===== src/sle_pkg.sv =====
// ----------------------------------------------------------------------------
// Serial line editor package
// Byte classes, result kinds, and datapath command and status types shared
// by the controller and the datapath, and the controller's error text.
// ----------------------------------------------------------------------------
package sle_pkg;

    localparam int LINE_LEN_DEF = 10;
    localparam int ERR_LEN      = 9;

    // Control characters handled by the editor
    localparam logic [7:0] CH_BS    = 8'h08;
    localparam logic [7:0] CH_LF    = 8'h0a;
    localparam logic [7:0] CH_CR    = 8'h0d;
    localparam logic [7:0] CH_SPACE = 8'h20;
    localparam logic [7:0] CH_DEL   = 8'h7f;
    localparam logic [7:0] CH_LO    = 8'h30;
    localparam logic [7:0] CH_HI    = 8'h7a;
    localparam logic [7:0] CH_NUL   = 8'h00;

    // Result kinds
    localparam logic [1:0] KIND_ECHO = 2'd0;
    localparam logic [1:0] KIND_CHAR = 2'd1;
    localparam logic [1:0] KIND_END  = 2'd2;

    typedef enum logic [2:0] {
        CLS_IGN,
        CLS_CR,
        CLS_BS,
        CLS_DEL,
        CLS_CHR
    } t_cls;

    typedef enum logic [1:0] {
        VSEL_CONST,
        VSEL_CHAR,
        VSEL_RDATA
    } t_vsel;

    typedef enum logic [1:0] {
        POS_HOLD,
        POS_STORE,
        POS_DEC,
        POS_CLEAR
    } t_pos_op;

    typedef struct packed {
        logic       latch;
        t_pos_op    pos_op;
        logic       idx_clr;
        logic       idx_inc;
        logic       rd_en;
        logic       load;
        logic [1:0] kind;
        t_vsel      vsel;
        logic [7:0] cval;
        logic       last;
    } t_dp_cmd;

    typedef struct packed {
        logic out_free;
        logic pos_zero;
        logic pos_full;
        logic idx_done;
        t_cls cls;
    } t_dp_stat;

    // Sort a received byte; newline counts as carriage return
    function automatic t_cls classify(input logic [7:0] c);
        t_cls cls;
        if (c == CH_CR || c == CH_LF) begin
            cls = CLS_CR;
        end else if (c == CH_BS) begin
            cls = CLS_BS;
        end else if (c == CH_DEL) begin
            cls = CLS_DEL;
        end else if (c >= CH_LO && c <= CH_HI) begin
            cls = CLS_CHR;
        end else begin
            cls = CLS_IGN;
        end
        return cls;
    endfunction

    // Error text: CR LF "ERROR" CR LF
    function automatic logic [7:0] err_char(input logic [3:0] idx);
        logic [7:0] c;
        case (idx)
            4'd0:    c = CH_CR;
            4'd1:    c = CH_LF;
            4'd2:    c = 8'h45;
            4'd3:    c = 8'h52;
            4'd4:    c = 8'h52;
            4'd5:    c = 8'h4f;
            4'd6:    c = 8'h52;
            4'd7:    c = CH_CR;
            4'd8:    c = CH_LF;
            default: c = CH_NUL;
        endcase
        return c;
    endfunction

endpackage


===== src/sle_dp.sv =====
// ----------------------------------------------------------------------------
// Serial line editor datapath
// Line buffer memory, fill position, read index, latched input byte and the
// result output register.
// ----------------------------------------------------------------------------
module sle_dp #(
    parameter int LINE_LEN = sle_pkg::LINE_LEN_DEF
) (
    input  logic              i_clk,
    input  logic              i_rst_n,
    input  logic [7:0]        i_rx_byte,
    input  sle_pkg::t_dp_cmd  i_cmd,
    output sle_pkg::t_dp_stat o_stat,
    input  logic              i_stall,
    output logic              o_valid,
    output logic [1:0]        o_kind,
    output logic [7:0]        o_value,
    output logic              o_last
);

    localparam int PW = $clog2(LINE_LEN + 1);
    localparam int AW = (LINE_LEN > 1) ? $clog2(LINE_LEN) : 1;

    logic [7:0]    r_mem [LINE_LEN];
    logic [7:0]    r_rdata;
    logic [7:0]    r_char;
    logic [PW-1:0] r_pos;
    logic [PW-1:0] r_idx;
    logic          r_valid;
    logic [1:0]    r_kind;
    logic [7:0]    r_value;
    logic          r_last;
    logic [7:0]    n_value;
    logic          pos_full;

    assign pos_full = (r_pos == PW'(LINE_LEN));

    // Status toward the controller
    always_comb begin
        o_stat.out_free = !r_valid || !i_stall;
        o_stat.pos_zero = (r_pos == '0);
        o_stat.pos_full = pos_full;
        o_stat.idx_done = (r_idx == r_pos);
        o_stat.cls      = sle_pkg::classify(i_rx_byte);
    end

    // Store an accepted character while the buffer has room; read the buffer and latch the input byte on command
    always_ff @(posedge i_clk) begin
        if (i_cmd.pos_op == sle_pkg::POS_STORE && !pos_full) begin
            r_mem[r_pos[AW-1:0]] <= i_rx_byte;
        end
        if (i_cmd.rd_en) begin
            r_rdata <= r_mem[r_idx[AW-1:0]];
        end
        if (i_cmd.latch) begin
            r_char <= i_rx_byte;
        end
    end

    // Advance fill position and read index
    always_ff @(posedge i_clk) begin
        if (!i_rst_n) begin
            r_pos <= '0;
            r_idx <= '0;
        end else begin
            case (i_cmd.pos_op)
                sle_pkg::POS_STORE: begin
                    if (!pos_full) begin
                        r_pos <= r_pos + PW'(1);
                    end
                end
                sle_pkg::POS_DEC:   r_pos <= r_pos - PW'(1);
                sle_pkg::POS_CLEAR: r_pos <= '0;
                default:            r_pos <= r_pos;
            endcase
            if (i_cmd.idx_clr) begin
                r_idx <= '0;
            end else if (i_cmd.idx_inc) begin
                r_idx <= r_idx + PW'(1);
            end
        end
    end

    // Select the result value
    always_comb begin
        case (i_cmd.vsel)
            sle_pkg::VSEL_CHAR:  n_value = r_char;
            sle_pkg::VSEL_RDATA: n_value = r_rdata;
            default:             n_value = i_cmd.cval;
        endcase
    end

    // Output register: load a new result, drop it once taken
    always_ff @(posedge i_clk) begin
        if (!i_rst_n) begin
            r_valid <= 1'b0;
        end else if (i_cmd.load) begin
            r_valid <= 1'b1;
        end else if (!i_stall) begin
            r_valid <= 1'b0;
        end
    end

    always_ff @(posedge i_clk) begin
        if (i_cmd.load) begin
            r_kind  <= i_cmd.kind;
            r_value <= n_value;
            r_last  <= i_cmd.last;
        end
    end

    assign o_valid = r_valid;
    assign o_kind  = r_kind;
    assign o_value = r_value;
    assign o_last  = r_last;

endmodule


===== src/sle_ctrl.sv =====
// ----------------------------------------------------------------------------
// Serial line editor controller
// Decodes each accepted byte and steps through the echo, line release and
// error sequences; each step but idle and the buffer read loads one result.
// ----------------------------------------------------------------------------
module sle_ctrl (
    input  logic              i_clk,
    input  logic              i_rst_n,
    input  logic              i_valid,
    output logic              o_stall,
    input  sle_pkg::t_dp_stat i_stat,
    output sle_pkg::t_dp_cmd  o_cmd
);

    typedef enum logic [3:0] {
        S_IDLE,
        S_CR_CR,
        S_CR_LF,
        S_RD,
        S_CH,
        S_END,
        S_BS1,
        S_BS2,
        S_BS3,
        S_DEL,
        S_CHR,
        S_ERR
    } t_state;

    t_state     r_state, n_state;
    logic [3:0] r_err_idx, n_err_idx;
    logic       r_ovf, n_ovf;
    logic       r_busy;

    // Emit one echo result when the output register is free
    function automatic sle_pkg::t_dp_cmd echo_cmd(input logic [7:0] c, input logic lst,
                                                  input logic free);
        sle_pkg::t_dp_cmd cmd;
        cmd       = '0;
        cmd.load  = free;
        cmd.kind  = sle_pkg::KIND_ECHO;
        cmd.vsel  = sle_pkg::VSEL_CONST;
        cmd.cval  = c;
        cmd.last  = lst;
        return cmd;
    endfunction

    always_comb begin
        n_state   = r_state;
        n_err_idx = r_err_idx;
        n_ovf     = r_ovf;
        o_cmd     = '0;
        case (r_state)
            S_IDLE: begin
                if (i_valid) begin
                    o_cmd.latch = 1'b1;
                    case (i_stat.cls)
                        sle_pkg::CLS_CR: n_state = S_CR_CR;
                        sle_pkg::CLS_BS: begin
                            if (!i_stat.pos_zero) begin
                                o_cmd.pos_op = sle_pkg::POS_DEC;
                                n_state      = S_BS1;
                            end
                        end
                        sle_pkg::CLS_DEL: begin
                            if (!i_stat.pos_zero) begin
                                o_cmd.pos_op = sle_pkg::POS_DEC;
                                n_state      = S_DEL;
                            end
                        end
                        sle_pkg::CLS_CHR: begin
                            o_cmd.pos_op = i_stat.pos_full ? sle_pkg::POS_CLEAR
                                                           : sle_pkg::POS_STORE;
                            n_ovf        = i_stat.pos_full;
                            n_state      = S_CHR;
                        end
                        default: n_state = S_IDLE;
                    endcase
                end
            end
            S_CR_CR: begin
                o_cmd = echo_cmd(sle_pkg::CH_CR, 1'b0, i_stat.out_free);
                if (i_stat.out_free) begin
                    n_state = S_CR_LF;
                end
            end
            S_CR_LF: begin
                o_cmd         = echo_cmd(sle_pkg::CH_LF, 1'b0, i_stat.out_free);
                o_cmd.idx_clr = 1'b1;
                if (i_stat.out_free) begin
                    n_state = S_RD;
                end
            end
            // Fetch the next stored character, or finish the line
            S_RD: begin
                if (i_stat.idx_done) begin
                    n_state = S_END;
                end else begin
                    o_cmd.rd_en = 1'b1;
                    n_state     = S_CH;
                end
            end
            S_CH: begin
                o_cmd.load    = i_stat.out_free;
                o_cmd.idx_inc = i_stat.out_free;
                o_cmd.kind    = sle_pkg::KIND_CHAR;
                o_cmd.vsel    = sle_pkg::VSEL_RDATA;
                if (i_stat.out_free) begin
                    n_state = S_RD;
                end
            end
            S_END: begin
                o_cmd.load = i_stat.out_free;
                o_cmd.kind = sle_pkg::KIND_END;
                o_cmd.vsel = sle_pkg::VSEL_CONST;
                o_cmd.cval = sle_pkg::CH_NUL;
                o_cmd.last = 1'b1;
                if (i_stat.out_free) begin
                    o_cmd.pos_op = sle_pkg::POS_CLEAR;
                    n_state      = S_IDLE;
                end
            end
            S_BS1: begin
                o_cmd = echo_cmd(sle_pkg::CH_BS, 1'b0, i_stat.out_free);
                if (i_stat.out_free) begin
                    n_state = S_BS2;
                end
            end
            S_BS2: begin
                o_cmd = echo_cmd(sle_pkg::CH_SPACE, 1'b0, i_stat.out_free);
                if (i_stat.out_free) begin
                    n_state = S_BS3;
                end
            end
            S_BS3: begin
                o_cmd = echo_cmd(sle_pkg::CH_BS, 1'b1, i_stat.out_free);
                if (i_stat.out_free) begin
                    n_state = S_IDLE;
                end
            end
            S_DEL: begin
                o_cmd = echo_cmd(sle_pkg::CH_DEL, 1'b1, i_stat.out_free);
                if (i_stat.out_free) begin
                    n_state = S_IDLE;
                end
            end
            // Echo the latched byte; on overflow go on to the error text
            S_CHR: begin
                o_cmd.load = i_stat.out_free;
                o_cmd.kind = sle_pkg::KIND_ECHO;
                o_cmd.vsel = sle_pkg::VSEL_CHAR;
                o_cmd.last = !r_ovf;
                if (i_stat.out_free) begin
                    n_err_idx = '0;
                    n_state   = r_ovf ? S_ERR : S_IDLE;
                end
            end
            S_ERR: begin
                o_cmd = echo_cmd(sle_pkg::err_char(r_err_idx), 1'b0, i_stat.out_free);
                if (i_stat.out_free) begin
                    n_err_idx = r_err_idx + 4'd1;
                    if (r_err_idx == 4'(sle_pkg::ERR_LEN - 1)) begin
                        n_state = S_END;
                    end
                end
            end
            default: n_state = S_IDLE;
        endcase
    end

    // Hold state and the registered stall
    always_ff @(posedge i_clk) begin
        if (!i_rst_n) begin
            r_state   <= S_IDLE;
            r_err_idx <= '0;
            r_ovf     <= 1'b0;
            r_busy    <= 1'b0;
        end else begin
            r_state   <= n_state;
            r_err_idx <= n_err_idx;
            r_ovf     <= n_ovf;
            r_busy    <= (n_state != S_IDLE);
        end
    end

    assign o_stall = r_busy;

endmodule


===== src/serial_line_editor.sv =====
// ----------------------------------------------------------------------------
// Serial line editor
// Edits a line buffer from received serial bytes and echoes what it accepts.
// ----------------------------------------------------------------------------
// Timing: an accepted byte sets the controller state, and the first result is
// then loaded into the output register. Throughput: one echo result per cycle
// while the output is not stalled; each released line character takes a buffer
// read, then an output load, and the block stalls input until the line is out.
// Reset: synchronous, active low; empties the line, buffer contents undefined.
// ----------------------------------------------------------------------------
module serial_line_editor #(
    parameter int LINE_LEN = sle_pkg::LINE_LEN_DEF
) (
    input  logic       i_clk,
    input  logic       i_rst_n,
    input  logic       i_valid,
    output logic       o_stall,
    input  logic [7:0] i_rx_byte,
    output logic       o_valid,
    input  logic       i_stall,
    output logic [1:0] o_kind,
    output logic [7:0] o_value,
    output logic       o_last
);

    sle_pkg::t_dp_cmd  cmd;
    sle_pkg::t_dp_stat stat;

    sle_ctrl u_ctrl (
        .i_clk   (i_clk),
        .i_rst_n (i_rst_n),
        .i_valid (i_valid),
        .o_stall (o_stall),
        .i_stat  (stat),
        .o_cmd   (cmd)
    );

    sle_dp #(
        .LINE_LEN (LINE_LEN)
    ) u_dp (
        .i_clk     (i_clk),
        .i_rst_n   (i_rst_n),
        .i_rx_byte (i_rx_byte),
        .i_cmd     (cmd),
        .o_stat    (stat),
        .i_stall   (i_stall),
        .o_valid   (o_valid),
        .o_kind    (o_kind),
        .o_value   (o_value),
        .o_last    (o_last)
    );

endmodule

===== config.mk =====
export PLATFORM = sky130hd
export DESIGN_NAME = serial_line_editor
export DESIGN_NICKNAME = d
export VERILOG_FILES = /design/src/sle_pkg.sv /design/src/sle_dp.sv /design/src/sle_ctrl.sv /design/src/serial_line_editor.sv
export SDC_FILE = /design/constraint.sdc
export NUM_CORES = 1
export LEC_CHECK = 0
export ABC_CLOCK_PERIOD_IN_PS = 3140
export CAP_MARGIN = 20
export CORE_UTILIZATION = 60
export DETAILED_ROUTE_END_ITERATION = 8
export DONT_BUFFER_PORTS = 1
export GPL_TIMING_DRIVEN = 1
export PLACE_DENSITY = 0.76
export SETUP_SLACK_MARGIN = 0.4
export SLEW_MARGIN = 20
export SYNTH_ARGS = -nofsm -noshare
export SYNTH_HDL_FRONTEND = slang
export SYNTH_SLANG_ARGS = --single-unit

===== constraint.sdc =====
create_clock -name i_clk -period 3.14 [get_ports i_clk]
set_clock_uncertainty 0.05 [all_clocks]
set_input_delay 0.314 -clock i_clk [delete_from_list [all_inputs] [get_ports i_clk]]
set_output_delay 0.314 -clock i_clk [all_outputs]
set_load 0.01 [all_outputs]

==> metrics.csv <==
stage,metric,value,unit
run_status,result_of_the_run,"finished, final reports clean",
setup_path,critical_path_start_type,flop,
final_layout,final.fill_count,590,
setup_path,rrSetupSlack,510,ps
final_layout,syn_to_final_growth,15.6,%
drt,dr_total_vias,3902,
clocking,numCtsBuffers,17,
placement,place_congestion,0.825,
timing,timing.final.ws_setup,513,ps
clocking,cts_tree,yes,
setup_path,startpoint_of_the_lowest_slack_register_to_register_path,u_ctrl.r_state[1],
grt,grt.total_usage,27.5,%
logic_synthesis,synth_most_common_cell,edfxtp_1,
grt,pin_count_of_the_biggest_net_entering_global_routing,29,
clocking,clock_insertion_delay_worst_skew,520,ps
final_layout,antennaDiodeCount,0,
setup_path,critical_path.slowest_cell,a211o_1,
worst_hold_path,hold_path.class,primary input to flop,
pwr,peakVddDrop,0.000440,V
grt,number_of_global_route_vias_before_repair,3701,
logic_synthesis,ys_types,59,
final_layout,layout-drive-gt1-share,16.6,%
setup_path,crit_path_max_incr_delay,380,ps
clocking,clkSlewWorstSetupHoldPaths,60,ps
logic_synthesis,seq_area_frac_synth,62.6,%
logic_synthesis,ys_async_sr_fraction,0,%
floorplan,die_area,10200,um2
worst_hold_path,holdPathEnd,u_dp.r_pos[0],
placement,numPortBuffers,0,
final_layout,final_net_count,484,
setup_path,worst-path-max-fanout,7,
drt,drt-initial-drc-count,298,
drt,drt-pass1-iter-count,5,
setup_path,crit_type,flop to flop,
timing,worst_slew_pin_slew,903,ps
drt,number_of_routed_nets_with_antenna_violations,0,
placement,placed_cell_area,6130,um2
logic_synthesis,synth_top_area_cell,edfxtp_1,
timing,maxSlewHeadroom,39.6,%
timing,max_freq,381,MHz
floorplan,rows,35,
setup_path,critical_path_buf_inv_count,1,
clocking,htree_num_levels,4,
floorplan,initial_core_util,63.0,%
timing,setup_viol,0,
pwr,power_dens_cells,682,nW/um2
logic_synthesis,synth-warning-count,0,
clocking,cts.root.buffer_cell,clkbuf_8,
worst_hold_path,worst_hold_startpoint,i_rst_n,
logic_synthesis,avgSynthCellArea,13.3,um2
clocking,cts_setup_buffers,0,
timing,finalMaxSlewViolations,0,
pwr,pnr_total_power,4.65,mW
floorplan,die_x,101,um
pwr,switching_pwr,1.25,mW
timing,min_period,2630,ps
logic_synthesis,number_of_enable_type_register_cells_in_the_synthesized_netlist,107,
logic_synthesis,post_synth_most_frequent_cells,"edfxtp_1 (107), a21oi_1 (27), clkbuf_1 (24), dfxtp_1 (24), nor2_1 (24)",
grt,remaining_overflow_grt,0,
grt,antenna_found_initial,0,
logic_synthesis,synthTopCellsByArea,"edfxtp_1 (54%), dfxtp_1 (8.1%), mux4_2 (6.1%)",
setup_path,timing.rr.end,u_dp.r_pos[3],
drt,wirelength,12700,um
timing,timing.setup.tns,0,ps
pwr,power.static_leakage,2.26,nW
setup_path,worst_ep_required_time,3510,ps
logic_synthesis,netlist_area,5900,um2
drt,via_per_instance_ratio,6.44,
drt,wire_per_inst,20.9,um
drt,route.detailed.drc,0,
worst_hold_path,hold_critical_path_depth,2,
setup_path,critPathTopFamily,compound AO/OA/AOI/OAI gates,
floorplan,floorplan.io_pins,25,
setup_path,arrival,2990,ps
timing,report.final.hold_viol_count,0,
timing,grt_setup_unrepaired,true,
setup_path,cp-end-kind,flop,
floorplan,core-area,9370,um2
setup_path,path_cells,nor4b_2 -> nand2b_1 -> a211o_1 -> inv_1 -> ha_1 -> a21o_1 -> a21oi_2 -> nor2b_1 -> o211ai_1 -> a221oi_1,
flow_run,maxCapViolations,0,
grt,grt_first_pass_wirelength,20100,um
clocking,clock-sinks,131,
timing,min_period_over_period,83.7,%
pwr,power.sequential.fraction,46.5,%
floorplan,chipHeight,101,um
clocking,clockBufferDepth,2,
logic_synthesis,synth_flop_cell,edfxtp_1,
logic_synthesis,postSynthRegisterBits,131,
pwr,combinationalPowerShare,11.9,%
placement,detailed_place_hpwl,7860,um
pwr,p_clk_share,41.6,%
logic_synthesis,synth_cells,443,
setup_path,path_depth_of_the_worst_reg2reg_path,10,
logic_synthesis,synth_fp_nets,463,
placement,post-place-ws,351,ps
pwr,intPower,3.40,mW
logic_synthesis,synth_top_area_share,54.5,%
final_layout,finish.instance_area,6820,um2
pwr,power_switching_share,26.9,%
## cell type report
cell class	count	area, um2	area share, %
Multi-Input combinational cell	270	2060	30.2
Clock buffer	18	418	6.13
Inverter	11	41.3	0.605
Clock inverter	14	164	2.40
Timing Repair Buffer	33	283	4.15
Sequential cell	131	3690	54.2
Tap cell	129	161	2.37
## metrics by stage
| step | hold slack, ps | util [%] | cells |
|---|---|---|---|
| 6_report | 18.9 | 72.8 | 606 |
| 5_1_grt | 28.3 | 72.8 | 606 |
| 4_1_cts | 3.41 | 72.6 | 606 |
| 3_5_place_dp | 363 | 65.4 | 565 |
| 3_3_place_gp | 364 | 65.4 | 565 |
| 2_1_floorplan | 363 | - | 443 |
## repair_timing
action	CTS	global route
setup endpoints to repair	0	3
endpoints found under the hold margin	95	0
resized for setup	0	3
hold buffers	9	0
## cell families after synthesis
group           after synthesis  share of synthesized area, %
fa+ha+maj                     8                          1.82
flops                       131                          62.6
compound gates              100                          11.4
xor+xnor                      8                          1.19
buf+inv                      42                          2.88
simple gates                127                          12.1
mux                          27                          8.00
## sequential cells by signal, indices dropped and copies added, names as in the netlist, named ones only
name              count
u_dp.r_rdata          8
u_dp.r_char           8
u_dp.r_pos            4
u_dp.r_mem           80
u_dp.o_valid          1
u_dp.o_kind           2
u_dp.o_last           1
u_dp.r_idx            4
u_ctrl.r_ovf          1
u_ctrl.r_state        4
u_ctrl.o_stall        1
u_ctrl.r_err_idx      4
u_dp.o_value          8
## worst register-to-register path, delay by kind of cell, from the launching register on
kind / cells / cell delay (ps)
compound gates: 5 / 1130
fa+ha+maj: 1 / 240
buf+inv: 1 / 110
flops: 1 / 320
simple gates: 3 / 680
## layout by cell type (no fill, tap or decap), types with 7 or more instances in the layout
master and count:
inv_1 10, nor2b_1 17, nand2b_1 12, edfxtp_1 107, buf_4 23, a21oi_1 26, a211oi_1 12, dlygate4sd3_1 9
nand2_1 18, nand3_1 14, mux4_2 16, nor2_1 24, o21ai_0 15, mux2i_1 10, ha_1 7, inv_6 7
clkbuf_16 16, dfxtp_1 23
## power groups by stage
stage / combinational (mW) / sequential [mW] / clock [mW]
final: 0.554 / 2.16 / 1.94
after global routing: 0.612 / 2.18 / 2.02
after CTS: 0.549 / 2.16 / 1.94
after detailed placement: 0.517 / 2.20 / 0
after global placement: 0.506 / 2.19 / 0
after floorplan: 0.402 / 2.17 / 0
## per-layer routing
| metal | vias up | routed length [um] | GRT usage (%) |
|---|---|---|---|
| li1 | 1778 | - | - |
| met1 | 1907 | 5410 | 39.7 |
| met2 | 199 | 5960 | 41.3 |
| met3 | 18 | 1090 | 6.00 |
| met4 | 0 | 232 | 10.8 |
| met5 | - | 0 | 0 |
## how the worst max path moves through the flow
stage,depth (start not counted),from,slack (ps),end
final,10,u_ctrl.r_state[1],510,u_dp.r_pos[3]
after global routing,10,u_ctrl.r_state[1],370,u_dp.r_pos[3]
after CTS,10,u_ctrl.r_state[1],450,u_dp.r_pos[3]
after detailed placement,11,i_rx_byte[4],350,u_dp.r_pos[3]
after global placement,11,i_rx_byte[4],530,u_dp.r_pos[3]
after floorplan,6,u_ctrl.r_state[0],410,u_dp.r_mem[2][0]
(Power assumes the default switching activity.)
